==> config.mk <==
export PLATFORM = sky130hd
export DESIGN_NAME = sem_isqrt
export DESIGN_NICKNAME = d
export VERILOG_FILES = /design/src/design/sem_pkg.sv /design/src/design/sem_isqrt.sv
export VERILOG_INCLUDE_DIRS = /design/src /design/src/design
export SDC_FILE = /design/constraint.sdc
export NUM_CORES = 1
export LEC_CHECK = 0
export BUFFER_PORTS_ARGS = -buffer_cell sky130_fd_sc_hd__buf_4
export CORE_UTILIZATION = 60
export CTS_BUF_LIST = sky130_fd_sc_hd__clkbuf_4
export DETAILED_ROUTE_END_ITERATION = 8
export PLACE_DENSITY_LB_ADDON = 0.3
export SKIP_LAST_GASP = 1
export SYNTH_ARGS = -nofsm -noshare
export SYNTH_HDL_FRONTEND = slang
export SYNTH_SLANG_ARGS = --single-unit
==> constraint.sdc <==
create_clock -name clock -period 13.5 [get_ports clock]
set_input_delay 2.025 -clock clock [delete_from_list [all_inputs] [get_ports clock]]
set_output_delay 2.025 -clock clock [all_outputs]
set_load 0.01 [all_outputs]
==> src/design/sobel_edge_magnitude_core_defines.svh <==
// Assertion macros shared by the edge magnitude core.
// Each check samples on the rising edge of clock and is off while reset is high.
`ifndef SOBEL_EDGE_MAGNITUDE_CORE_DEFINES_SVH
`define SOBEL_EDGE_MAGNITUDE_CORE_DEFINES_SVH

// Same-cycle implication or plain property.
`define SEM_ASSERT(label, prop, msg) \
   label: assert property (@(posedge clock) disable iff (reset) (prop)) \
      else $error(msg);

// Condition in this cycle, expectation in the next.
`define SEM_ASSERT_NEXT(label, cond, want, msg) \
   label: assert property (@(posedge clock) disable iff (reset) (cond) |=> (want)) \
      else $error(msg);

`endif

==> src/design/sem_pkg.sv <==
`default_nettype none

package sem_pkg;

   localparam int SUM_W  = 10;
   localparam int GRAD_W = 13;
   localparam int SQ_W   = 24;
   localparam int MAG2_W = 25;

   localparam logic [11:0]       FRAME_WIDTH_RESET  = 12'd640;
   localparam logic [15:0]       FRAME_HEIGHT_RESET = 16'd480;
   localparam logic [MAG2_W-1:0] SAT_LIMIT          = 25'd65025;
   localparam logic [7:0]        MAG_SAT            = 8'd255;

   typedef enum logic [0:0] {
      CSR_FRAME_WIDTH  = 1'b0,
      CSR_FRAME_HEIGHT = 1'b1
   } csr_index_type;

   typedef struct packed {
      logic [7:0] pixel_red;
      logic [7:0] pixel_green;
      logic [7:0] pixel_blue;
      logic       frame_start;
   } req_type;

   typedef struct packed {
      logic [7:0]  edge_magnitude;
      logic [10:0] out_column;
      logic [15:0] out_row;
      logic        frame_last;
   } rsp_type;

   // One line store entry: intensity two rows up and one row up.
   typedef struct packed {
      logic [SUM_W-1:0] upper;
      logic [SUM_W-1:0] middle;
   } line_entry_type;

   // New column entering the window.
   typedef struct packed {
      logic             shift;
      logic [SUM_W-1:0] upper;
      logic [SUM_W-1:0] middle;
      logic [SUM_W-1:0] bottom;
   } window_in_type;

   typedef struct packed {
      logic       busy;
      logic       done;
      logic [7:0] root;
   } root_status_type;

endpackage

`default_nettype wire

==> src/design/sem_isqrt.sv <==
`default_nettype none
`include "sobel_edge_magnitude_core_defines.svh"

module sem_isqrt (
   input  wire                      clock,
   input  wire                      reset,
   input  wire                      start,
   input  wire  [15:0]              value,
   output sem_pkg::root_status_type status
);
   import sem_pkg::*;

   logic        busy_ff, busy_in;
   logic        done_ff, done_in;
   logic [2:0]  step_ff, step_in;
   logic [7:0]  root_ff, root_in;
   logic [15:0] value_ff, value_in;
   logic [7:0]  trial;
   logic [15:0] trial_sq;

   // One result bit per cycle, most significant first.
   assign trial    = root_ff | (8'b1 << step_ff);
   assign trial_sq = 16'(trial) * 16'(trial);

   always_comb begin
      busy_in  = busy_ff;
      done_in  = 1'b0;
      step_in  = step_ff;
      root_in  = root_ff;
      value_in = value_ff;
      if (start) begin
         busy_in  = 1'b1;
         step_in  = 3'd7;
         root_in  = '0;
         value_in = value;
      end else if (busy_ff) begin
         if (trial_sq <= value_ff) begin
            root_in = trial;
         end
         if (step_ff == 3'd0) begin
            busy_in = 1'b0;
            done_in = 1'b1;
         end else begin
            step_in = step_ff - 3'd1;
         end
      end
   end

   always_ff @(posedge clock) begin
      if (reset) begin
         busy_ff <= 1'b0;
         done_ff <= 1'b0;
      end else begin
         busy_ff <= busy_in;
         done_ff <= done_in;
      end
      step_ff  <= step_in;
      root_ff  <= root_in;
      value_ff <= value_in;
   end

   assign status = '{busy: busy_ff, done: done_ff, root: root_ff};

   `SEM_ASSERT(a_root_not_high, done_ff |-> (17'(root_ff) * 17'(root_ff) <= 17'(value_ff)), "root too large")
   `SEM_ASSERT(a_root_not_low, done_ff |-> ((17'(root_ff) + 17'd1) * (17'(root_ff) + 17'd1) > 17'(value_ff)), "root too small")
   `SEM_ASSERT_NEXT(a_start_busy, start, busy_ff && !done_ff, "start did not begin a root")

endmodule

`default_nettype wire
# Word level (Yosys, flattened, before mapping)
# Cells that the tools add are included.
word_totals:
  input_bits: 19
  ff_bits: 29
  wordCells: 20
  output_inout_bits: 10
classes:
  order_cmp: 1
  reduce_logical: 4
  n_addsub: 1
  mul: 1
  shifts: 1
  mux: 4
  n_bitwise: 3
op_table:
  columns: ["operator", "count"]
  rows:
  - ["less-or-equal comparator 16 bit", 1]
  - ["multiplier 8 x 8 -> 16 bit", 1]
  - ["bitwise OR 8 bit", 1]
  - ["left shift 1 x 3 -> 8 bit (first input constant)", 1]
  - ["2-to-1 mux 1 bit", 4]
  - ["AND reduction 2 bit", 2]
  - ["logical NOT 3 bit", 1]
  - ["OR reduction 3 bit", 1]
  - ["subtractor 3 x 1 -> 3 bit (second input constant)", 1]
  - ["NOT 1 bit", 2]

# Logic depth before layout (Yosys ltp)
# Gate-level depths: netlist (run 1).
depth:
  ltp_word: 5
  depth_mapped: 26
  ltp_nobuf: 24

# Least setup slack after synthesis (run 1)
# No wires, ideal clock.
synth_path:
  kind: "flip-flop to flip-flop"
  start: "register step_ff[1]"
  end: "register root_ff[0]"
  setup_time_ns: 0.104
  n_path_buf: 1
  required_ns: 13.396
  arrival_ns: 6.001
  stages_incl_launch_ff: 24
  synth_period_minus_slack_ns: 6.105
  setup_slack_ns: 7.395
  path_cell_list: "dfxtp_1 > inv_1 > ha_1 > a21oi_1 > clkbuf_1 > inv_1 > nand2_1 > inv_1 > fa_1 > fa_1 > inv_1 > fa_1 > fa_1 > inv_1 > ha_1 > or3_2 > o32ai_4 > nand4b_1 > nand4_1 > ha_1 > nand4_1 > nor4_1 > a21oi_2 > a2111oi_2"
synth_via:
  elab_chain_len: 5
synth_lines:
  columns: ["item", "line", "text"]
  rows:
  - ["start, declared", "sem_isqrt.sv:15", "logic [2:0] step_ff, step_in;"]
  - ["start signal, assigned", "sem_isqrt.sv:57", "step_ff <= step_in;"]
  - ["left shift 1 x 3 -> 8 bit", "sem_isqrt.sv:22", "assign trial = root_ff | (8'b1 << step_ff);"]
  - ["bitwise OR 8 bit", "sem_isqrt.sv:22", null]
  - ["via trial[5]", "sem_isqrt.sv:18", "logic [7:0] trial;"]
  - ["multiplier 8 x 8 -> 16 bit", "sem_isqrt.sv:23", "assign trial_sq = 16'(trial) * 16'(trial);"]
  - ["less-or-equal comparator 16 bit", "sem_isqrt.sv:37", "if (trial_sq <= value_ff) begin"]
  - ["AND reduction 2 bit (no source line)", null, null]
  - ["end signal, assigned", "sem_isqrt.sv:58", "root_ff <= root_in;"]
  - ["end, declared", "sem_isqrt.sv:16", "logic [7:0] root_ff, root_in;"]
# The timed path passes the listed nets, and every way through them passes these cells.
# A chain may end at the register's enable or synchronous reset.

# Final worst setup path (run 1)
layout_path:
  start: "register step_ff[1]"
  end: "register root_ff[5]"
layout_via:
  elab_chain_len: 5
layout_lines:
  columns: ["item", "line"]
  rows:
  - ["left shift 1 x 3 -> 8 bit *", "sem_isqrt.sv:22"]
  - ["bitwise OR 8 bit *", "sem_isqrt.sv:22"]
  - ["via trial[5]", "sem_isqrt.sv:18"]
  - ["multiplier 8 x 8 -> 16 bit", "sem_isqrt.sv:23"]
  - ["less-or-equal comparator 16 bit", "sem_isqrt.sv:37"]
  - ["AND reduction 2 bit (no source line)", null]
# Mark *: on every way through the listed nets, which the timed path passes. The rest lies on a longest branch.

==> results of run 1 <==
-- logic make-up (layout without fill, tap and decap cells) --
group / Yosys count / in the layout / share of synthesized area, %
xor+xnor: 11 / 11 / 2.96
simple gates: 97 / 97 / 14.8
compound gates: 62 / 62 / 15.5
flops: 29 / 29 / 22.8
fa+ha+maj: 72 / 72 / 33.4
other cells: 2 / 2 / 0.231
buf+inv: 84 / 111 / 10.3
-- metrics by stage --
step / instance area [um2] / worst slack, ns / util, %
2_1_floorplan: 3260 / 7.40 / -
3_3_place_gp: 3500 / 6.72 / 67.7
3_5_place_dp: 3500 / 6.55 / 67.7
4_1_cts: 3580 / 6.49 / 69.2
5_1_grt: 3580 / 6.01 / 69.2
6_report: 3580 / 6.49 / 69.2
-- Yosys cell counts, types with 2 or more instances --
cell type and number:
o21ai_0 5, inv_1 74, or2_2 5, nand3_1 2, nand4_1 5, conb_1 2
nor2_1 37, clkbuf_1 4, o21a_1 5, a41o_1 2, a21oi_2 4, ha_1 47
edfxtp_1 16, nand2b_1 3, nand4b_1 3, xor2_1 2, xnor2_1 9, nor2b_1 4
fa_1 25, nand2_1 16, o211ai_1 4, a21oi_1 22, a31oi_1 3, nor4_1 3
nor3_1 10, dfxtp_1 13, buf_4 3, a2111oi_2 8
-- how the worst min path moves through the flow --
stage | slack [ns] | depth (start not counted) | start | endpoint
floorplan | 0.50 | 2 | step_ff[1] | step_ff[1]
global placement | 0.51 | 2 | root_ff[3] | root_ff[3]
detailed placement | 0.50 | 2 | root_ff[3] | root_ff[3]
CTS | 0.53 | 2 | root_ff[3] | root_ff[3]
global route | 0.55 | 2 | root_ff[1] | root_ff[1]
finish | 0.52 | 2 | root_ff[4] | root_ff[4]
-- report_power, final --
group / leakage, nW / switching [mW] / total (mW) / internal (mW)
combinational: 1.42 / 0.0402 / 0.0678 / 0.0276
sequential: 0.262 / 0.00315 / 0.102 / 0.0988
clock: 0.0433 / 0.0295 / 0.0700 / 0.0405
-- layer usage --
metal / vias to the layer above / routed length [um] / GRT usage [%]
met3: 8 / 178 / 3.04
met2: 43 / 3040 / 40.8
li1: 1247 / - / -
met5: - / 0 / 0
met4: 0 / 78 / 7.20
met1: 1156 / 2600 / 29.2
-- layout make-up --
class | instances | share of cell area (%)
multi-input cells | 244 | 60.8
well taps | 70 | 2.45
flip-flops and latches | 29 | 20.7
repair buffers | 29 | 6.08
clock inverters | 2 | 0.943
inverters | 74 | 7.76
clock buffers | 6 | 1.26
-- worst max-delay path, stage by stage, from the launching register on --
cell and delay, ns:
dfxtp_1 0.39, inv_1 0.10, ha_1 0.21, a21oi_1 0.72, inv_1 0.25, nand2_1 0.17
inv_1 0.07, fa_1 0.46, fa_1 0.55, inv_1 0.05, fa_1 0.51, fa_1 0.54
inv_1 0.04, ha_1 0.26, or3_2 0.52, o32ai_4 0.31, nand4b_1 0.17, nand4_1 0.10
ha_1 0.33, nand4_1 0.17, nor2_1 0.15, o21ai_0 0.11, a21oi_2 0.52, a2111oi_2 0.15
-- sequential cells by signal, summed over array words and instances, names as in the netlist --
register / cells
value_ff: 16
root_ff: 8
done_ff: 1
busy_ff: 1
step_ff: 3
==> flow_summary.json, run 1 <==
{
  "seq_area_um2": 741,
  "syn_inst": 357,
  "postRouteAntennaNets": 0,
  "num_io_pins": 29,
  "drt_iter0_drc": 69,
  "syn_area_per_cell_um2": 9.12,
  "maxCapViolations": 0,
  "worst_skew_pair.late_latency_ns": 0.33,
  "hold_path_class": "reg2reg",
  "place_inst": 446,
  "clock-sinks": 29,
  "cts_tree": "yes",
  "drt-total-wl_um": 5890,
  "grt_usage_pct": 23.0,
  "synth_top_cell_by_area": "ha_1",
  "crit_type": "reg2reg",
  "core-area_mm2": 0.00517,
  "synth_top_area_share_pct": 18.1,
  "viasPerCell": 5.41,
  "cp_data_required_time_ns": 13.67,
  "grt_antenna_before_repair": 0,
  "final_common_cell": "inv_1",
  "fill_cells": 432,
  "status": "finished clean",
  "die_h_um": 75.7,
  "cts_root_buf": "clkbuf_4",
  "synthFlopType": "edfxtp_1",
  "fin_cells": 454,
  "synth_async_sr_flop_share_pct": 0,
  "nets": 474,
  "min_period_over_period_pct": 52.0,
  "reg2regPathDepth": 23,
  "synth_fp_nets": 448,
  "setup_viol": 0,
  "grt_max_degree": 27,
  "path_clk_slew_ns": 0.09,
  "grt_pass1_wl_um": 9930,
  "timing.reg2reg.setup_slack_ns": 6.49,
  "yosys_warnings": 0,
  "hold_buffers": 0,
  "crit_fanout": 11,
  "tightest_slew_ns": 0.892,
  "skew_ns": 0.0100,
  "dp_hpwl_um": 4970,
  "cp-start-kind": "flip-flop",
  "die_area_mm2": 0.00572,
  "rsz0062_at_grt": "no",
  "dr.pass1.iters": 4,
  "endpoint": "root_ff[5]",
  "die_x_um": 75.7,
  "p_total_mw": 0.240,
  "endpoint_kind": "flip-flop",
  "p_leak_nw": 1.73,
  "syn_area_mm2": 0.00326,
  "wl_per_cell_um": 13.0,
  "max_slew_margin_pct": 40.5,
  "multiInputGateArea_mm2": 0.00218,
  "post_cts_buffers": 0,
  "timing.rr.end": "root_ff[5]",
  "maxSlewViolCount": 0,
  "fmax_mhz": 143,
  "synth_edf_count": 16,
  "crit_start": "step_ff[1]",
  "diodes": 0,
  "hold-worst-slack_ns": 0.523,
  "vdd_drop_max_mv": 0.0954,
  "num_vias": 2454,
  "cts_buffers": 5,
  "grt_pass1_vias": 2285,
  "ys_ff_latch": 29,
  "cts-htree-levels": 2,
  "rows": 26,
  "most-common-layout-cells": "74 x inv_1, 47 x ha_1, 37 x nor2_1",
  "gp_congestion": 0.875,
  "clockBufferDepth": 2,
  "finalCriticalPeriod_ns": 7.01,
  "route.detailed.drc": 0,
  "power_per_cell_area_mw_per_mm2": 67.0,
  "timing.final.hold_violations": 0,
  "ys_seq_area_share_pct": 22.8,
  "setup_tns_ns": 0,
  "start_util_pct": 62.9,
  "synthToLayoutAreaGrowth_pct": 9.99,
  "drive_gt1_share_pct": 15.4,
  "netlist_top_cells_area": "ha_1 18%, fa_1 15%, edfxtp_1 15%",
  "cts_resized": 0,
  "arrival_ns": 7.19,
  "r2r-start": "step_ff[1]",
  "netlist-cell-type-count": 49,
  "globalRouteOverflowTotal": 0,
  "io_buffer_count": 28
}
Note: power is estimated with default switching activity, not from simulation.
==> inputs of run 2 (changes only) <==
--- a/config.mk
+++ b/config.mk
@@ -6,6 +6,7 @@
 export SDC_FILE = /design/constraint.sdc
 export NUM_CORES = 1
 export LEC_CHECK = 0
+export ABC_AREA = 1
 export BUFFER_PORTS_ARGS = -buffer_cell sky130_fd_sc_hd__buf_4
 export CORE_UTILIZATION = 60
 export CTS_BUF_LIST = sky130_fd_sc_hd__clkbuf_4
==> constraint.sdc (replaced) <==
create_clock -name clock -period 6.5 [get_ports clock]
set_input_delay 0.975 -clock clock [delete_from_list [all_inputs] [get_ports clock]]
set_output_delay 0.975 -clock clock [all_outputs]
set_load 0.01 [all_outputs]
==> run 2 against run 1 <==
Effect of this change:
- worst hold slack worse by 0.033 ns
- clock power rose by 46%
- synthesized cell count up 13%
- first-iteration DRC count increased by 46%
- register-to-register slack got worse by 5.7 ns
- cell area shrank 1.0%
- clock-buffer cell count down 1
- largest power group unchanged
==> flow_summary.json, run 2 <==
{
  "dp_hpwl_um": 4970,
  "yosys_warnings": 0,
  "start_util_pct": 62.7,
  "clock-sinks": 29,
  "largest-register": "value_ff",
  "postRouteAntennaNets": 0,
  "cts-htree-levels": 2,
  "synth_fp_nets": 493,
  "fmax_mhz": 173,
  "yosysMostFrequentCell": "inv_1",
  "syn_area_mm2": 0.00322,
  "setup_tns_ns": 0,
  "ys_seq_area_share_pct": 23.0,
  "crit_fanout": 8,
  "grt_pass1_wl_um": 9940,
  "setup_viol": 0,
  "clockBufferDepth": 2,
  "vdd_drop_max_mv": 0.134,
  "top_regs": "value_ff x16, root_ff x8, step_ff x3",
  "syn_area_per_cell_um2": 8.01,
  "maxCapViolations": 0,
  "diodes": 0,
  "pwr-share-comb_pct": 26.3,
  "fin_util_pct": 69.0,
  "post_cts_buffers": 0,
  "viasPerCell": 4.91,
  "crit_family": "adder cells",
  "grt_max_degree": 19,
  "netlist-cell-type-count": 30,
  "post-route-cell-area_mm2": 0.00354,
  "cts_resized": 0,
  "internal-power_mw": 0.287,
  "worst_path_most_repeated_cell": "inv_1",
  "num_io_pins": 29,
  "nets": 524,
  "arrival_ns": 6.04,
  "fill_cells": 464,
  "num_vias": 2475,
  "grt_antenna_before_repair": 0,
  "route.detailed.drc": 0,
  "cts_tree": "yes",
  "synthTopCellsByCount": "107 x inv_1, 88 x nand2_1, 47 x ha_1",
  "syn_inst": 402,
  "power_per_cell_area_mw_per_mm2": 119,
  "switching_share_pct": 32.2,
  "core-area_mm2": 0.00514,
  "drive_gt1_share_pct": 12.4,
  "skew_ns": 0.00753,
  "critPathBufInv": 6,
  "synth_async_sr_flop_share_pct": 0,
  "switchingPower_mw": 0.136,
  "die_x_um": 75.3,
  "io_buffer_count": 28,
  "status": "finished clean",
  "p_leak_nw": 2.04,
  "grt_pass1_vias": 2374,
  "hold_path_class": "reg2reg",
  "synthFlopType": "edfxtp_1",
  "maxSlewViolCount": 0,
  "cp_slowest_stage_delay_ns": 0.54,
  "worst_skew_pair.late_latency_ns": 0.33,
  "synth_top_area_share_pct": 18.3,
  "finalCriticalPeriod_ns": 5.76,
  "die_h_um": 75.3,
  "min_period_over_period_pct": 88.7,
  "crit_type": "reg2reg",
  "timing.final.hold_violations": 0,
  "largest_register_ffs": 16,
  "rsz0062_at_grt": "no",
  "most-common-layout-cells": "107 x inv_1, 88 x nand2_1, 47 x ha_1",
  "ys_ff_latch": 29,
  "wl_per_cell_um": 11.6,
  "cp-start-kind": "flip-flop",
  "drt-total-wl_um": 5870,
  "synthToLayoutAreaGrowth_pct": 10.1,
  "cts_buffers": 5,
  "synth_edf_count": 16,
  "drt_iter0_drc": 101,
  "power.share.clock_pct": 24.2,
  "netlist_top_cells_area": "ha_1 18%, fa_1 16%, edfxtp_1 15%",
  "final_common_cell": "inv_1",
  "dr.pass1.iters": 4,
  "dpl-instance-area_mm2": 0.00349,
  "grt_usage_pct": 23.7,
  "cts_root_buf": "clkbuf_4",
  "timing.reg2reg.setup_slack_ns": 0.74,
  "globalRouteOverflowTotal": 0,
  "rows": 26,
  "gp_congestion": 0.921,
  "pwr-share-seq_pct": 49.6,
  "path_clk_slew_ns": 0.09,
  "endpoint_kind": "flip-flop",
  "cp_data_required_time_ns": 6.77,
  "hold_buffers": 0,
  "die_area_mm2": 0.00566,
  "slowest_stage": "fa_1",
  "synth_top_cell_by_area": "ha_1"
}
[run 2: cell types whose count changed after synthesis, moves of 8 or more]
cell,change
nand2_1,+72
inv_1,+33
nor2_1,-23
nand3_1,+9
a2111oi_2,-8
[run 2: metrics by stage]
step | cells | total power [mW] | setup slack [ns] | hold WS [ns]
CTS | 504 | 0.429 | 0.742 | 0.491
global route | 504 | 0.449 | 0.247 | 0.520
finish | 504 | 0.423 | 0.736 | 0.489
floorplan | 402 | 0.293 | 1.20 | 0.480
global placement | 496 | 0.320 | 0.905 | 0.471
detailed placement | 496 | 0.325 | 0.790 | 0.475
[run 2: path summary, 6_finish.rpt]
path	startpoint	endpoint	depth (start not counted)
setup / recovery	step_ff[0]	root_ff[5]	27
hold / removal	root_ff[1]	root_ff[1]	2
setup reg to reg	step_ff[0]	root_ff[5]	27
hold reg to reg	root_ff[1]	root_ff[1]	2
[run 2: worst register-to-register path, delay by kind of cell, from the launching register on]
kind / cells / cell delay, ns
AOI/OAI and AO/OA: 4 / 0.83
xor gates and xnor gates: 1 / 0.16
adders and majority gates: 7 / 2.80
buffers and inverters: 6 / 0.61
DFF: 1 / 0.40
and+or+nand+nor: 9 / 0.91
[run 2: power groups by stage]
stage	Sequential [mW]	Clock (mW)	Combinational (mW)
after detailed placement	0.214	0	0.110
after global placement	0.214	0	0.106
after CTS	0.210	0.107	0.112
after global routing	0.211	0.111	0.126
final	0.210	0.102	0.111
after floorplan	0.213	0	0.0800
[run 2: layer usage]
metal	vias to the layer above	GRT usage, %	wire length (um)
met4	0	7.00	88
li1	1275	-	-
met5	-	0	0
met3	11	4.28	193
met2	43	42.3	2970
met1	1146	29.4	2610
[run 2: logic make-up after synthesis]
group / synth area share, %
AO/OA/AOI/OAI: 8.82
XOR/XNOR: 4.35
adder cells (fa/ha/maj): 33.8
buffers and inverters: 13.7
flip-flops: 23.0
other: 0.233
AND/OR/NAND/NOR: 16.1
[run 2: final cells by class]
class                           count  area, um2  area share, %
Tap cell                           70       87.6           2.47
Clock inverter                      3       12.5          0.353
Sequential cell                    29        741           20.9
Timing Repair Buffer               28        210           5.93
Inverter                          111        417           11.8
Multi-Input combinational cell    258       2040           57.5
Clock buffer                        5       37.5           1.06
==> inputs of run 3 (changes only) <==
--- a/config.mk
+++ b/config.mk
@@ -12,6 +12,7 @@
 export CTS_BUF_LIST = sky130_fd_sc_hd__clkbuf_4
 export DETAILED_ROUTE_END_ITERATION = 8
 export PLACE_DENSITY_LB_ADDON = 0.3
+export RECOVER_POWER = 25
 export SKIP_LAST_GASP = 1
 export SYNTH_ARGS = -nofsm -noshare
 export SYNTH_HDL_FRONTEND = slang
==> run 3 against run 2 <==
Effect of this change:
- via count down 0.24%
- fmax up 0.26%
- largest power group unchanged
- combinational power about the same
- clock-buffer cell count unchanged
- highest routed layer unchanged
- sequential share of layout area unchanged
- clock power about the same
==> flow_summary.json, run 3 (same netlist as run 2, synthesis figures left out) <==
{
  "synthToLayoutAreaGrowth_pct": 10.1,
  "top_regs": "value_ff x16, root_ff x8, step_ff x3",
  "hold_buffers": 0,
  "fin_cells": 504,
  "dpl-instance-area_mm2": 0.00349,
  "grt_antenna_before_repair": 0,
  "most-common-layout-cells": "107 x inv_1, 88 x nand2_1, 47 x ha_1",
  "finalCriticalPeriod_ns": 5.75,
  "crit_fanout": 8,
  "maxSlewViolCount": 0,
  "cp_data_required_time_ns": 6.77,
  "drive_gt1_share_pct": 12.4,
  "setup_viol": 0,
  "cts_buffers": 5,
  "p_total_mw": 0.423,
  "die_h_um": 75.3,
  "clockBufferDepth": 2,
  "routed.top_layer": "met4",
  "grt_usage_pct": 23.7,
  "route.detailed.drc": 0,
  "hold_path_class": "reg2reg",
  "crit_family": "adder cells",
  "met1Wirelength_um": 2570,
  "post_cts_buffers": 0,
  "largest-register": "value_ff",
  "gp_congestion": 0.921,
  "fmax_mhz": 174,
  "core-area_mm2": 0.00514,
  "wl_per_cell_um": 11.6,
  "start_util_pct": 62.7,
  "cts_tree": "yes",
  "cts_root_buf": "clkbuf_4",
  "nets": 524,
  "min_period_over_period_pct": 88.4,
  "num_vias": 2469,
  "hold-worst-slack_ns": 0.490,
  "arrival_ns": 6.02,
  "wl_met2_um": 2980,
  "largest_register_ffs": 16,
  "dr.pass1.iters": 4,
  "setup_tns_ns": 0,
  "crit_type": "reg2reg",
  "wl_met3_um": 227,
  "clock-sinks": 29,
  "rows": 26,
  "io_buffer_count": 28,
  "p_leak_nw": 2.04,
  "critPathBufInv": 7,
  "die_x_um": 75.3,
  "maxCapViolations": 0,
  "grt_pass1_vias": 2374,
  "grt_pass1_wl_um": 9940,
  "slowest_stage": "fa_1",
  "diodes": 0,
  "grt_max_degree": 19,
  "drt-total-wl_um": 5850,
  "worst_skew_pair.late_latency_ns": 0.34,
  "postRouteAntennaNets": 0,
  "die_area_mm2": 0.00566,
  "cts_resized": 0,
  "worst_path_most_repeated_cell": "nand2_1",
  "final_common_cell": "inv_1",
  "fill_cells": 464,
  "timing.final.hold_violations": 0,
  "status": "finished clean",
  "num_io_pins": 29,
  "dp_hpwl_um": 4970,
  "power_per_cell_area_mw_per_mm2": 119,
  "path_clk_slew_ns": 0.10,
  "skew_ns": 0.00972,
  "endpoint_kind": "flip-flop",
  "globalRouteOverflowTotal": 0,
  "place_inst": 496,
  "rsz0062_at_grt": "no",
  "vdd_drop_max_mv": 0.135,
  "post-route-cell-area_mm2": 0.00354,
  "drt_iter0_drc": 117,
  "viasPerCell": 4.90,
  "cp-start-kind": "flip-flop",
  "cp_slowest_stage_delay_ns": 0.54,
  "cts-htree-levels": 2
}
[run 3: cell count changes in the layout (fill, tap and decap cells not counted)]
| cell | delta |
|---|---|
| clkbuf_4 | +13 |
| buf_4 | -13 |
[run 3: metal layers]
metal / up-vias / global-route usage [%]
li1: 1273 / -
met1: 1142 / 29.4
met2: 45 / 42.3
met3: 9 / 4.28
met4: 0 / 7.00
met5: - / 0
[run 3: worst register-to-register path: cells and delay by family, from the launching register on]
kind / cells / cell delay, ns
AOI/OAI and AO/OA: 4 / 0.74
DFF: 1 / 0.40
xor gates and xnor gates: 1 / 0.16
and+or+nand+nor: 11 / 0.93
adders and majority gates: 7 / 2.92
buffers and inverters: 7 / 0.54
[run 3: where the power goes]
group          switching (mW)  total (mW)  internal [mW]
Sequential            0.00493       0.210          0.205
Combinational          0.0680       0.111         0.0427
Clock                  0.0638       0.103         0.0390
Total                   0.137       0.423          0.287
[run 3: cell type report]
| class | instances | area, um2 | area share [%] |
|---|---|---|---|
| Sequential cell | 29 | 741 | 20.9 |
| Timing Repair Buffer | 28 | 210 | 5.93 |
| Multi-Input combinational cell | 258 | 2040 | 57.5 |
| Clock buffer | 5 | 37.5 | 1.06 |
| Clock inverter | 3 | 12.5 | 0.353 |
| Inverter | 111 | 417 | 11.8 |
| Tap cell | 70 | 87.6 | 2.47 |
[run 3: per-stage QoR]
step                utilization [%]  setup slack, ns
floorplan                         -             1.20
global placement               68.0            0.905
detailed placement             68.0            0.790
CTS                            69.0            0.742
global route                   69.0            0.247
finish                         69.0            0.751
[run 3: worst paths after layout]
kind | from | to | slack, ns | cells past startpoint
worst min register to register | root_ff[1] | root_ff[1] | 0.49 | 2
worst max-delay path | step_ff[0] | root_ff[0] | 0.75 | 30
worst min-delay path | root_ff[1] | root_ff[1] | 0.49 | 2
worst max register to register | step_ff[0] | root_ff[0] | 0.75 | 30
