**config.mk**
```make
export PLATFORM = sky130hd
export DESIGN_NAME = sem_gradient
export DESIGN_NICKNAME = d
export VERILOG_FILES = /design/src/design/sobel_edge_magnitude_core_defines.svh /design/src/design/sem_pkg.sv /design/src/design/sem_gradient.sv
export SDC_FILE = /design/constraint.sdc
export NUM_CORES = 1
export LEC_CHECK = 0
export ABC_AREA = 1
export BUFFER_PORTS_ARGS = -buffer_cell sky130_fd_sc_hd__buf_2
export CAP_MARGIN = 20
export CORE_MARGIN = 2
export CORE_UTILIZATION = 65
export CTS_CLUSTER_DIAMETER = 40
export DETAILED_ROUTE_END_ITERATION = 7
export PLACE_DENSITY_LB_ADDON = 0.3
export SLEW_MARGIN = 20
export SYNTH_ARGS = -nofsm -noshare
export SYNTH_HDL_FRONTEND = slang
export SYNTH_SLANG_ARGS = --single-unit
```
**constraint.sdc**
```tcl
create_clock -name clock -period 7 [get_ports clock]
set_input_delay 1.05 -clock clock [delete_from_list [all_inputs] [get_ports clock]]
set_output_delay 1.05 -clock clock [all_outputs]
set_load 0.01 [all_outputs]
```
**src/design/sobel_edge_magnitude_core_defines.svh**
```systemverilog
// Assertion macros shared by the edge magnitude core.
// Each check samples on the rising edge of clock and is off while reset is high.
`ifndef SOBEL_EDGE_MAGNITUDE_CORE_DEFINES_SVH
`define SOBEL_EDGE_MAGNITUDE_CORE_DEFINES_SVH

// Same-cycle implication or plain property.
`define SEM_ASSERT(label, prop, msg) \
   label: assert property (@(posedge clock) disable iff (reset) (prop)) \
      else $error(msg);

// Condition in this cycle, expectation in the next.
`define SEM_ASSERT_NEXT(label, cond, want, msg) \
   label: assert property (@(posedge clock) disable iff (reset) (cond) |=> (want)) \
      else $error(msg);

`endif

```
**src/design/sem_pkg.sv**
```systemverilog
`default_nettype none

package sem_pkg;

   localparam int SUM_W  = 10;
   localparam int GRAD_W = 13;
   localparam int SQ_W   = 24;
   localparam int MAG2_W = 25;

   localparam logic [11:0]       FRAME_WIDTH_RESET  = 12'd640;
   localparam logic [15:0]       FRAME_HEIGHT_RESET = 16'd480;
   localparam logic [MAG2_W-1:0] SAT_LIMIT          = 25'd65025;
   localparam logic [7:0]        MAG_SAT            = 8'd255;

   typedef enum logic [0:0] {
      CSR_FRAME_WIDTH  = 1'b0,
      CSR_FRAME_HEIGHT = 1'b1
   } csr_index_type;

   typedef struct packed {
      logic [7:0] pixel_red;
      logic [7:0] pixel_green;
      logic [7:0] pixel_blue;
      logic       frame_start;
   } req_type;

   typedef struct packed {
      logic [7:0]  edge_magnitude;
      logic [10:0] out_column;
      logic [15:0] out_row;
      logic        frame_last;
   } rsp_type;

   // One line store entry: intensity two rows up and one row up.
   typedef struct packed {
      logic [SUM_W-1:0] upper;
      logic [SUM_W-1:0] middle;
   } line_entry_type;

   // New column entering the window.
   typedef struct packed {
      logic             shift;
      logic [SUM_W-1:0] upper;
      logic [SUM_W-1:0] middle;
      logic [SUM_W-1:0] bottom;
   } window_in_type;

   typedef struct packed {
      logic       busy;
      logic       done;
      logic [7:0] root;
   } root_status_type;

endpackage

`default_nettype wire

```
**src/design/sem_gradient.sv**
```systemverilog
`default_nettype none

module sem_gradient (
   input  wire                              clock,
   input  wire                              reset,
   input  sem_pkg::window_in_type           win_in,
   output logic [sem_pkg::MAG2_W-1:0]       mag2
);
   import sem_pkg::*;

   logic [SUM_W-1:0]         window_ff [9];
   logic [SUM_W-1:0]         window_in [9];
   logic signed [GRAD_W-1:0] q [9];
   logic signed [GRAD_W-1:0] gx_in, gy_in, gx_ff, gy_ff;
   logic signed [2*GRAD_W-1:0] gx_sq, gy_sq;
   logic [SQ_W-1:0]          sqx_ff, sqy_ff;
   logic [MAG2_W-1:0]        mag2_ff;

   always_comb begin
      for (int k = 0; k < 9; k++) begin
         window_in[k] = window_ff[k];
      end
      if (win_in.shift) begin
         for (int k = 0; k < 3; k++) begin
            window_in[3*k]     = window_ff[3*k + 1];
            window_in[3*k + 1] = window_ff[3*k + 2];
         end
         window_in[2] = win_in.upper;
         window_in[5] = win_in.middle;
         window_in[8] = win_in.bottom;
      end
   end

   always_comb begin
      for (int k = 0; k < 9; k++) begin
         q[k] = $signed({{(GRAD_W-SUM_W){1'b0}}, window_ff[k]});
      end
      gx_in = q[6] + (q[7] <<< 1) + q[8] - q[0] - (q[1] <<< 1) - q[2];
      gy_in = q[2] + (q[5] <<< 1) + q[8] - q[0] - (q[3] <<< 1) - q[6];
   end

   assign gx_sq = gx_ff * gx_ff;
   assign gy_sq = gy_ff * gy_ff;

   always_ff @(posedge clock) begin
      if (reset) begin
         for (int k = 0; k < 9; k++) begin
            window_ff[k] <= '0;
         end
      end else begin
         for (int k = 0; k < 9; k++) begin
            window_ff[k] <= window_in[k];
         end
      end
   end

   // Gradient, squares and sum: one register after each step.
   always_ff @(posedge clock) begin
      gx_ff   <= gx_in;
      gy_ff   <= gy_in;
      sqx_ff  <= SQ_W'(gx_sq);
      sqy_ff  <= SQ_W'(gy_sq);
      mag2_ff <= MAG2_W'(sqx_ff) + MAG2_W'(sqy_ff);
   end

   assign mag2 = mag2_ff;

endmodule

`default_nettype wire

```
Word level (Yosys, flattened, before mapping)
Memory sizes are Yosys's and may differ from the RTL's.
Cells that the tools add are included.
{"block": "totals", "ram_bits": 90, "memories": 1, "regBits": 99, "latch_bits": 0, "output_inout_bits": 25, "mem_bits_ro": 0, "wordCells": 41}
{"block": "classes", "n_addsub": 11, "eq_ne": 0, "magnitude_cmp": 0, "div_mod_pow": 0, "n_shift": 0, "n_mux": 13, "reduce_logical": 0, "bitwise": 9, "multipliers": 2}
{"name": "window_ff", "depth": 9, "width": 10, "read_ports": 9, "rd_clocked_by_memory_dff": 0, "write_ports": 9, "line": "sem_gradient.sv:11", "text": "logic [SUM_W-1:0] window_ff [9];"}
{"op": "2-to-1 mux 10 bit", "n": 9}
{"op": "2-to-1 mux 90 bit", "n": 1}
{"op": "subtractor 13 x 11 -> 13 bit", "n": 4}
{"op": "multiplier 13 x 13 -> 24 bit", "n": 2}
{"op": "adder 12 x 10 -> 13 bit", "n": 2}
{"op": "subtractor 13 x 12 -> 13 bit", "n": 2}
{"op": "adder 24 x 24 -> 25 bit", "n": 1}
{"op": "adder 10 x 11 -> 12 bit", "n": 2}
{"op": "OR 1 bit", "n": 9}
{"op": "2-to-1 mux 1 bit", "n": 3}

Longest topological paths before layout
Gate-level depths: netlist (run 1).
An unclocked memory read counts as a cell.
{"block": "depth", "depth_word": 6, "mapped_depth": 26, "depth_no_buf": 24}

Worst setup path after synthesis (run 1)
No wires, ideal clock.
{"block": "synth_timing", "path_kind": "reg2reg", "from": "register gy_ff[12]", "to": "register sqy_ff[23]", "synth_period_minus_slack_ns": 5.175, "setup_time_ns": 0.113, "n_path_buf": 2, "t_arrival_ns": 5.062, "path_stages_with_launch": 22, "path_slack_ns": 1.825, "cell_sequence": "dfxtp_1 > buf_2 > buf_1 > nand2_1 > fa_1 > inv_1 > fa_1 > inv_1 > fa_1 > fa_1 > inv_1 > fa_1 > ha_1 > ha_1 > inv_1 > nor3_1 > and2_1 > nand3_1 > inv_1 > nor2_1 > nand3_1 > nand2_1"}
{"block": "synth_via", "elab_chain_len": 1}
{"element": "from (decl)", "line": "sem_gradient.sv:14", "text": "logic signed [GRAD_W-1:0] gx_in, gy_in, gx_ff, gy_ff;"}
{"element": "from (signal assigned)", "line": "sem_gradient.sv:60", "text": "gy_ff <= gy_in;"}
{"element": "multiplier 13 x 13 -> 24 bit", "line": "sem_gradient.sv:43", "text": "assign gy_sq = gy_ff * gy_ff;"}
{"element": "via gy_sq[23]", "line": "sem_gradient.sv:15", "text": "logic signed [2*GRAD_W-1:0] gx_sq, gy_sq;"}
{"element": "to (signal assigned)", "line": "sem_gradient.sv:62", "text": "sqy_ff <= SQ_W'(gy_sq);"}
{"element": "to (decl)", "line": "sem_gradient.sv:16", "text": "logic [SQ_W-1:0] sqx_ff, sqy_ff;"}
The timed path passes the listed nets, and every way through them passes these cells.

Final worst setup path (run 1)
{"block": "layout_timing", "from": "register gx_ff[12]", "to": "register sqx_ff[23]"}
{"block": "layout_via", "elab_chain_len": 1}
{"element": "from (decl)", "line": "sem_gradient.sv:14"}
{"element": "from (signal assigned)", "line": "sem_gradient.sv:59", "text": "gx_ff <= gx_in;"}
{"element": "multiplier 13 x 13 -> 24 bit", "line": "sem_gradient.sv:42", "text": "assign gx_sq = gx_ff * gx_ff;"}
{"element": "via gx_sq[23]", "line": "sem_gradient.sv:15"}
{"element": "to (signal assigned)", "line": "sem_gradient.sv:61", "text": "sqx_ff <= SQ_W'(gx_sq);"}
{"element": "to (decl)", "line": "sem_gradient.sv:16"}
The timed path passes the listed nets, and every way through them passes these cells.

==> results of run 1 <==
-- cells in the mapped netlist (all sizes together), types with 2 or more instances --
cell	n	area (um2)
nand2	625	2370
inv	544	2040
fa	339	6790
ha	191	2390
dfxtp	187	3740
a21oi	160	801
nor2	103	397
nand3	72	380
xor2	56	490
clkbuf	46	174
o21ai	32	160
nand4	18	113
xnor2	16	140
o21bai	14	113
buf	13	66.3
a211oi	10	75.1
nor3	9	50.1
a21o	8	60.1
a31o	5	43.8
or2	5	31.3
o211ai	4	35.0
o21a	4	30.0
nand3b	3	22.5
nor4	3	18.8
and2	2	12.5
o221ai	2	17.5
o31ai	2	15.0
-- cell usage in the layout, fill, tap and decap left out, drive strengths merged, types with 2 or more instances in the layout --
master    count
a211oi       10
a21o          8
a21oi       160
a31o          5
and2          2
buf          60
clkbuf       17
clkinv        7
clkinvlp      2
dfxtp       187
fa          339
ha          191
inv         550
nand2       625
nand3        72
nand3b        3
nand4        18
nor2        103
nor3          9
nor4          3
o211ai        4
o21a          4
o21ai        32
o21bai       14
o221ai        2
o31ai         2
or2           5
xnor2        16
xor2         56
-- worst max-delay path, delay by kind of cell, from the launching register on --
family	cells	cell delay [ns]
and+or+nand+nor	8	0.97
buffers and inverters	4	0.37
adders and majority gates	7	3.45
DFF	1	0.88
-- final cells by class --
cell class,count,area (um2),share of cell area (%)
clock buffer,17,425,1.96
multi-input combinational,1687,14600,67.0
sequential,187,3740,17.2
timing repair buffer,60,308,1.41
inverter,544,2040,9.38
clock inverter,15,155,0.713
tap,402,503,2.31
-- state kept, by name, indices dropped and copies added (netlist names) --
| register | count |
|---|---|
| gy_ff | 13 |
| window_ff | 90 |
| sqy_ff | 23 |
| gx_ff | 13 |
| mag2 | 25 |
| sqx_ff | 23 |
-- final timing paths --
path / startpoint / to / slack, ns / depth (start not counted)
min: sqy_ff[0] / mag2[0] / 0.44 / 1
max reg2reg: gx_ff[12] / sqx_ff[23] / 1.21 / 19
min reg2reg: sqy_ff[0] / mag2[0] / 0.44 / 1
max: gx_ff[12] / sqx_ff[23] / 1.21 / 19
-- cells by family after synthesis --
| family | after synthesis | share of synthesized area (%) |
|---|---|---|
| xor+xnor | 72 | 3.06 |
| mux | 1 | 0.0546 |
| simple gates | 842 | 16.6 |
| other cells | 1 | 0.0182 |
| compound gates | 241 | 6.55 |
| buf+inv | 603 | 11.1 |
| fa+ha+maj | 530 | 44.5 |
| flops | 187 | 18.2 |
-- stage by stage --
stage               worst slack (ns)  cells  utilization, %  hold slack, ns  area, um2
finish                          1.21   2912            69.3           0.443      21800
global route                   0.850   2912            69.3           0.462      21800
CTS                             1.22   2912            69.3           0.446      21800
detailed placement              1.25   2880            67.5           0.430      21200
global placement                1.40   2880            67.5           0.428      21200
floorplan                       1.82   2477               -           0.375      20600
-- metal layers --
metal  part of all wire, %  up-vias  global-route usage (%)  routed length (um)
met5                     0        -                       0                   0
li1                      -     7518                       -                   -
met2                    50      386                    49.2               22200
met4                   1.9        0                    7.55                 853
met1                    43     7665                    37.4               19100
met3                   4.3       68                    3.45                1880
==> flow_summary_export.csv, run 1 <==
group,metric,value,unit
cells_and_area,syn2layout_area_growth,5.59,%
synth,synthArstFlopShare,0,%
sta,hold_violations,0,
sta,rsz0062_at_grt,"false",
critical_path,path_cells,"nand2_1 -> fa_1 -> fa_1 -> inv_1 -> fa_1 -> inv_1 -> fa_1 -> fa_1 -> inv_1 -> ha_1 -> ha_1 -> nand2_1 -> nor2_1 -> and2_1 -> nand4_1 -> nand3_1 -> inv_1 -> nand2_1 -> nand2_1",
route,avgRoutedWirePerCell,15.1,um
floorplan,dieArea,33100,um2
floorplan,initial_core_util,65.6,%
cts,cts_tree,"built",
critical_path,startpoint_type,"flip-flop",
route,vias,15600,
sta,finalMaxSlewViolations,0,
run_status,status,"completed",
global_route,grt-ovfl-total,0,
global_route,grt_pass1_wl,75400,um
critical_path,cpPeakStageDelay,0.88,ns
cts,clockBufferDepth,2,
synth,synth_edf_count,0,
global_route,antenna_found_initial,0,
sta,skew,0.0159,ns
floorplan,fp.dieH,182,um
sta,min_period,5.79,ns
synth,synth_area_per_cell,8.32,um2
synth,ys_seq_area_share,18.2,%
cts,cts_resized,0,
synth,ys_ff_latch,187,
sta,max_slew_margin,38.2,%
sta,tightest_slew,0.927,ns
critical_path,cp_common_cell,"fa_1",
floorplan,core_area,31400,um2
synth,synth_area,20600,um2
critical_path,critPathSlowestCell,"dfxtp_1",
placement,place.gp.congestion,0.894,
cts,clk_latency,0.45,ns
placement,numPortBuffers,57,
global_route,grt_pass1_vias,16400,
global_route,grt_max_degree,95,
synth,synthCells,2477,
sta,setup_viol,0,
synth,synth_cell_type_count,41,
synth,ys_warn_count,0,
cts,numCtsBuffers,17,
floorplan,ios,58,
route,routed_wl,44000,um
cts,clk_pin_slew,0.08,ns
critical_path,required,7.34,ns
route,remaining_drc_errors,0,
cells_and_area,drive_gt1_share,4.98,%
route,antenna_left,0,
critical_path,worst_ep_arrival_time,6.13,ns
floorplan,row_count,65,
cts,cts.sinks,187,
cts,holdBufCountCts,0,
critical_path,cp-end-kind,"flip-flop",
route,drtIter0Drc,1053,
cells_and_area,nNetsFinal,3060,
critical_path,critical_path_class,"reg2reg",
route,dr.pass1.iters,5,
route,viasPerCell,5.37,
cts,h-tree-depth,4,
synth,ys.flop_type,"dfxtp_1",
cells_and_area,num_antenna_cells,0,
cts,cts_root_buffer,"clkbuf_16",
sta,tns,0,ns
placement,dp_hpwl,36500,um
hold_path,min_path_type,"reg2reg",
synth,synth_nets,3040,
global_route,grt_usage,28.2,%
job,cap_violations,0,
sta,fmax,173,MHz
sta,fin_crit_sh,82.7,%
cts,cts_setup_buffers,0,
critical_path,crit_fanout,20,
floorplan,die_w,182,um
cells_and_area,fillCellCount,2542,
Power of run 1 is left out: the tool's default activity adds up to more than one toggle a clock period on the data nets, which glitch-free logic cannot reach.
==> inputs of run 2 (changes only) <==
--- a/config.mk
+++ b/config.mk
@@ -5,7 +5,7 @@
 export SDC_FILE = /design/constraint.sdc
 export NUM_CORES = 1
 export LEC_CHECK = 0
-export ABC_AREA = 1
+export ABC_AREA = 0
 export BUFFER_PORTS_ARGS = -buffer_cell sky130_fd_sc_hd__buf_2
 export CAP_MARGIN = 20
 export CORE_MARGIN = 2
==> constraint.sdc (replaced) <==
create_clock -name clock -period 5.42 [get_ports clock]
set_input_delay 0.813 -clock clock [delete_from_list [all_inputs] [get_ports clock]]
set_output_delay 0.813 -clock clock [all_outputs]
set_load 0.01 [all_outputs]
==> run 2 against run 1 <==
Setup slack got worse by 1.1 ns. Die area down 5.4%. Register-to-register slack got worse by 1.1 ns. Utilization increased by 2.3 points. Routed wire length fell by 8.8%. Clock skew fell by 0.0032 ns. Via count decreased by 16%.
==> flow_summary_export.csv, run 2 <==
group,metric,value,unit
run_status,status,"completed",
cts,cts_tree,"built",
hold_path,min_path_type,"reg2reg",
floorplan,core_area,29600,um2
sta,skew,0.0127,ns
route,antenna_left,0,
sta,fmax,190,MHz
synth,yosysMostFrequentCell,"inv_1",
synth,ys_warn_count,0,
synth,synth_area,19500,um2
global_route,grt-ovfl-total,0,
critical_path,r2r_end,"sqy_ff[22]",
synth,yosys-top-cells-area,"fa_1 (35%), dfxtp_1 (19%), ha_1 (12%)",
synth,synth_compound_area_share,6.33,%
floorplan,ios,58,
route,avgRoutedWirePerCell,16.7,um
critical_path,cpPeakStageDelay,0.58,ns
synth,synthArstFlopShare,0,%
sta,min_period,5.27,ns
sta,hold_violations,0,
global_route,grt_usage,27.3,%
sta,rsz0062_at_grt,"true",
hold_path,holdPathStages,0,
critical_path,cp-end-kind,"flip-flop",
route,routed_wl,40100,um
synth,synth_cell_type_count,65,
critical_path,cp_num_buf_inv,2,
cts,clk_latency,0.45,ns
global_route,grt_max_degree,91,
critical_path,r2r_cells,16,
route,drtIter0Drc,742,
synth,synth_nets,2489,
sta,setup_viol,0,
critical_path,cp_common_cell,"fa_1",
sta,fin_crit_sh,97.2,%
critical_path,r2r_setup_slack,0.15,ns
cts,numCtsBuffers,17,
synth,synth_top_area_share,34.9,%
cts,clockBufferDepth,2,
cts,clk_pin_slew,0.08,ns
cts,cts_root_buffer,"clkbuf_16",
floorplan,die_w,177,um
critical_path,startpoint_type,"flip-flop",
route,dr.pass1.iters,5,
placement,place.gp.congestion,0.958,
synth,synth_edf_count,0,
floorplan,fp.dieH,177,um
route,vias,13100,
cts,holdBufCountCts,0,
cells_and_area,layout_common_cells,"inv_1 (398), fa_1 (336), ha_1 (185), dfxtp_1 (166), nor2_1 (151)",
placement,numPortBuffers,57,
route,viasPerCell,5.45,
synth,synth_fa_ha_area_share,47.1,%
cells_and_area,top_register,"window_ff",
cells_and_area,largest_register_ffs,90,
critical_path,r2r_start,"gy_ff[5]",
critical_path,path_cells,"buf_4 -> nand2_1 -> inv_1 -> fa_1 -> fa_1 -> fa_1 -> fa_1 -> fa_1 -> fa_1 -> ha_1 -> nand3_1 -> nor2_2 -> o221ai_1 -> a21oi_1 -> o221ai_1 -> xnor2_1",
critical_path,crit_fanout,6,
cells_and_area,final_common_cell,"inv_1",
cells_and_area,syn2layout_area_growth,8.70,%
synth,synth_area_per_cell,10.1,um2
hold_path,min_from,"gx_ff[0]",
route,remaining_drc_errors,0,
synth,synth_xor_area_share,4.59,%
critical_path,critPathSlowestCell,"fa_1",
hold_path,hold_end,"sqx_ff[0]",
synth,synth-simple-area-share,9.10,%
critical_path,critical_path_class,"reg2reg",
cells_and_area,fillCellCount,2140,
sta,max_slew_margin,33.9,%
synth,synth_top_family_by_area,"adder cells",
critical_path,crit_family,"adder cells",
global_route,grt_pass1_wl,67200,um
synth,ys.flop_type,"dfxtp_1",
sta,tightest_slew,0.991,ns
floorplan,dieArea,31400,um2
global_route,antenna_found_initial,2,
cells_and_area,nNetsFinal,2569,
sta,hold_slack,0.451,ns
synth,synthCells,1926,
synth,synth_mux_area_share,4.89,%
sta,finalMaxSlewViolations,0,
synth,synth_commonest_cells,"inv_1 (399), fa_1 (339), ha_1 (191)",
job,cap_violations,0,
critical_path,worst_ep_arrival_time,5.59,ns
cts,cts.sinks,187,
floorplan,row_count,63,
floorplan,initial_core_util,65.9,%
cts,h-tree-depth,4,
synth,ys_ff_latch,187,
synth,ys_seq_area_share,19.2,%
cells_and_area,drive_gt1_share,10.3,%
critical_path,required,5.74,ns
synth,post-synth-top-area-cell,"fa_1",
placement,dp_hpwl,33200,um
global_route,grt_pass1_vias,14300,
[run 2: cell count changes after synthesis, moves of 11 or more]
cell	previous run	this run
nand2_1	616	112
a21oi_1	160	32
mux2i_1	0	94
xnor2_1	16	68
xor2_1	56	34
and2_1	2	44
nor2_1	99	156
nand3_1	68	7
nor2b_1	1	21
inv_1	544	399
nor3_1	8	19
nand4_1	18	2
a21o_1	8	22
[run 2: timing repair]
item                                    in CTS  in global routing
pin swaps                                    0                  8
buffers inserted                             0                  5
gates resized for setup                      4                 49
endpoints found under the setup margin       4                 14
hold endpoints to repair                     0                  0
[run 2: metal layers]
metal / routed length, um / up-vias / share of wire, % / global-route usage (%)
met4: 1020 / 0 / 2.6 / 8.23
met2: 20900 / 299 / 52 / 49.0
met3: 1870 / 74 / 4.7 / 4.23
met5: 0 / - / 0 / 0
li1: - / 6141 / - / -
met1: 16300 / 6626 / 41 / 34.0
[run 2: how the worst max path moves through the flow]
stage	to	depth (start not counted)	start	slack [ns]
after floorplan	sqy_ff[23]	17	gy_ff[12]	0.16
after global placement	sqx_ff[23]	16	gx_ff[2]	0.06
after detailed placement	sqy_ff[22]	15	gy_ff[3]	-0.004
after CTS	sqx_ff[23]	19	gx_ff[2]	0.007
after global routing	sqy_ff[23]	16	gy_ff[12]	-0.06
final	sqy_ff[22]	16	gy_ff[5]	0.15
[run 2: worst reg2reg max path, stage by stage (launching register included)]
cell and delay, ns:
dfxtp_2 0.38, buf_4 0.17, nand2_1 0.10, inv_1 0.09, fa_1 0.44, fa_1 0.53
fa_1 0.58, fa_1 0.42, fa_1 0.50, fa_1 0.41, ha_1 0.36, nand3_1 0.16
nor2_2 0.24, o221ai_1 0.20, a21oi_1 0.24, o221ai_1 0.17, xnor2_1 0.16
[run 2: kinds of logic after synthesis]
kind of cell	Yosys count
other	1
AO/OA/AOI/OAI	169
adder cells (fa/ha/maj)	530
flip-flops	187
AND/OR/NAND/NOR	392
XOR/XNOR	102
buffers and inverters	450
multiplexers	95
[run 2: layout make-up]
type / instances / area, um2 / share of cell area [%]
Timing Repair Buffer: 112 / 717 / 3.39
Clock inverter: 10 / 92.6 / 0.437
Tap cell: 390 / 488 / 2.31
Clock buffer: 20 / 457 / 2.16
Inverter: 399 / 1500 / 7.08
Multi-Input combinational cell: 1289 / 14100 / 66.8
Antenna cell: 2 / 5.00 / 0.0236
Sequential cell: 187 / 3780 / 17.8
[run 2: stage by stage]
stage	area [um2]	std cells	TNS (ns)	setup WS, ns	utilization (%)
after CTS	21000	2402	0	0.00722	71.0
after detailed placement	20400	2372	-0.00723	-0.00443	69.1
after global routing	21200	2407	-0.138	-0.0631	71.6
final	21200	2409	0	0.153	71.6
after floorplan	19500	1926	0	0.157	-
after global placement	20400	2372	0	0.0608	69.1
Power of run 2 is left out for the same reason.
==> inputs of run 3 (changes only) <==
--- a/config.mk
+++ b/config.mk
@@ -5,14 +5,13 @@
 export SDC_FILE = /design/constraint.sdc
 export NUM_CORES = 1
 export LEC_CHECK = 0
-export ABC_AREA = 0
 export BUFFER_PORTS_ARGS = -buffer_cell sky130_fd_sc_hd__buf_2
 export CAP_MARGIN = 20
 export CORE_MARGIN = 2
-export CORE_UTILIZATION = 65
+export CORE_UTILIZATION = 59
 export CTS_CLUSTER_DIAMETER = 40
 export DETAILED_ROUTE_END_ITERATION = 7
-export PLACE_DENSITY_LB_ADDON = 0.3
+export PLACE_DENSITY = 0.83
 export SLEW_MARGIN = 20
 export SYNTH_ARGS = -nofsm -noshare
 export SYNTH_HDL_FRONTEND = slang
==> constraint.sdc (replaced) <==
create_clock -name clock -period 4.7 [get_ports clock]
set_input_delay 0.705 -clock clock [delete_from_list [all_inputs] [get_ports clock]]
set_output_delay 0.705 -clock clock [all_outputs]
set_load 0.01 [all_outputs]
==> run 3 against run 2 <==
The run now ends with setup timing left. Fmax is 1.3% higher. First-iteration DRC count is 21% higher. Hold slack better by 0.012 ns. Routed wire length is 24% higher. Non-clock buffer count is 213 higher. Sequential share of layout area is 2.1 points lower. Die area is 9.9% higher. Cell count is 11% higher. Count of clock-buffer cells in the layout is 1 lower. Final area is 14% higher. Global-route usage is 1.8 points higher. Register-to-register slack worse by 0.65 ns. Largest cell class unchanged.
==> flow_summary_export.csv, run 3 (synthesis gave the netlist of run 2 again) <==
group,metric,value,unit
run_status,status,"finished, violations left",
run_status,violations,"setup timing",
sta,setup_viol,25,
cts,cts.sinks,187,
cts,clk_pin_slew,0.07,ns
route,avgRoutedWirePerCell,18.6,um
critical_path,r2r_setup_slack,-0.50,ns
critical_path,startpoint_type,"flip-flop",
placement,place.gp.congestion,0.900,
sta,fmax,192,MHz
sta,max_slew_margin,29.0,%
global_route,antenna_found_initial,1,
route,remaining_drc_errors,0,
hold_path,min_path_type,"reg2reg",
placement,numPortBuffers,57,
route,viasPerCell,5.51,
critical_path,critPathSlowestCell,"fa_1",
global_route,grt_max_degree,59,
cells_and_area,largest_register_ffs,90,
cts,holdBufCountCts,0,
critical_path,crit_fanout,9,
critical_path,cpPeakStageDelay,0.56,ns
sta,setup_ws,-0.497,ns
sta,rsz0062_at_grt,"true",
sta,finalMaxSlewViolations,0,
critical_path,path_cells,"and2_4 -> inv_1 -> fa_1 -> inv_1 -> fa_1 -> fa_1 -> fa_1 -> fa_1 -> ha_4 -> ha_4 -> a21oi_4 -> a31oi_4 -> a311oi_4 -> nor4b_2 -> a211oi_2 -> xnor2_1",
floorplan,dieArea,34500,um2
sta,tightest_slew,1.06,ns
placement,dp_hpwl,36000,um
route,dr.pass1.iters,5,
critical_path,critical_path_class,"reg2reg",
cells_and_area,layout_common_cells,"inv_1 (373), fa_1 (322), buf_4 (231), dfxtp_1 (162), ha_1 (148)",
job,cap_violations,0,
route,vias,14700,
cells_and_area,nNetsFinal,2782,
sta,skew,0.00858,ns
global_route,grt-ovfl-total,0,
global_route,grt_usage,29.2,%
floorplan,die_w,186,um
global_route,grt_pass1_vias,16300,
placement,place_ws,-0.557,ns
cts,cts_root_buffer,"clkbuf_16",
route,antenna_left,0,
cts,numCtsBuffers,17,
sta,hold_violations,0,
sta,fin_crit_sh,111,%
cts,clockBufferDepth,2,
route,drtIter0Drc,901,
cts,cts_tree,"built",
floorplan,fp.dieH,186,um
floorplan,core_area,32500,um2
critical_path,worst_ep_arrival_time,5.58,ns
cells_and_area,drive_gt1_share,26.5,%
sta,min_period,5.20,ns
global_route,grt_pass1_wl,78200,um
critical_path,cp_num_buf_inv,2,
route,routed_wl,49800,um
cells_and_area,syn2layout_area_growth,24.3,%
cells_and_area,final_common_cell,"inv_1",
critical_path,required,5.08,ns
critical_path,cp_common_cell,"fa_1",
floorplan,ios,58,
floorplan,initial_core_util,59.8,%
cts,h-tree-depth,4,
floorplan,row_count,66,
cells_and_area,top_register,"window_ff",
cts,clk_latency,0.46,ns
critical_path,cp-end-kind,"flip-flop",
critical_path,crit_family,"adder cells",
-- run 3: changes by cell type in the layout (fill, tap and decap cells not counted), moves of 16 or more --
cell / delta
buf_6: +29
buf_4: +177
dfxtp_4: +16
inv_2: +23
inv_1: -25
nor2_1: -19
ha_4: +39
ha_1: -37
nand2_1: -16
-- run 3: through the flow --
step	std cells	TNS, ns	util [%]	area, um2	hold slack (ns)
finish	2676	-6.88	74.4	24200	0.463
global placement	2602	-6.21	68.6	22300	0.449
detailed placement	2602	-8.50	68.6	22300	0.440
floorplan	1926	-1.16	-	20100	0.329
CTS	2656	-4.20	72.7	23700	0.464
global route	2674	-10.50	74.4	24200	0.484
-- run 3: worst register-to-register path: cells and delay by family (launching register included) --
family                     cells  cell delay [ns]
buffers and inverters          2             0.15
adders and majority gates      7             3.13
and+or+nand+nor                2             0.31
DFF                            1             0.46
xor gates and xnor gates       1             0.15
AOI/OAI and AO/OA              4             0.92
-- run 3: area by class of cell --
cell class | count | area, um2
antenna | 2 | 5.00
clock buffer | 19 | 453
clock inverter | 13 | 178
fill | 1972 | 8340
inverter | 399 | 1510
multi-input combinational | 1289 | 15200
sequential | 187 | 3820
tap | 442 | 553
timing repair buffer | 325 | 2510
-- run 3: repair_timing --
action / CTS / global route
pin swaps: 100 / 84
setup buffers: 23 / 24
resized for setup: 136 / 86
endpoints found under the setup margin: 28 / 27
-- run 3: per-layer routing --
| layer | track usage, % | up-vias | part of all wire [%] |
|---|---|---|---|
| met5 | 0 | - | 0 |
| met4 | 12.1 | 0 | 4.2 |
| met3 | 4.52 | 183 | 5.4 |
| met2 | 52.5 | 529 | 52 |
| met1 | 34.8 | 7460 | 38 |
| li1 | - | 6572 | - |
-- run 3: path summary, 6_finish.rpt --
| check | end | depth (start not counted) | from |
|---|---|---|---|
| hold reg to reg | mag2[0] | 1 | sqx_ff[0] |
| setup reg to reg | sqy_ff[23] | 16 | gy_ff[2] |
| setup / recovery | sqy_ff[23] | 16 | gy_ff[2] |
| hold / removal | mag2[0] | 1 | sqx_ff[0] |
Power of run 3 is left out for the same reason.
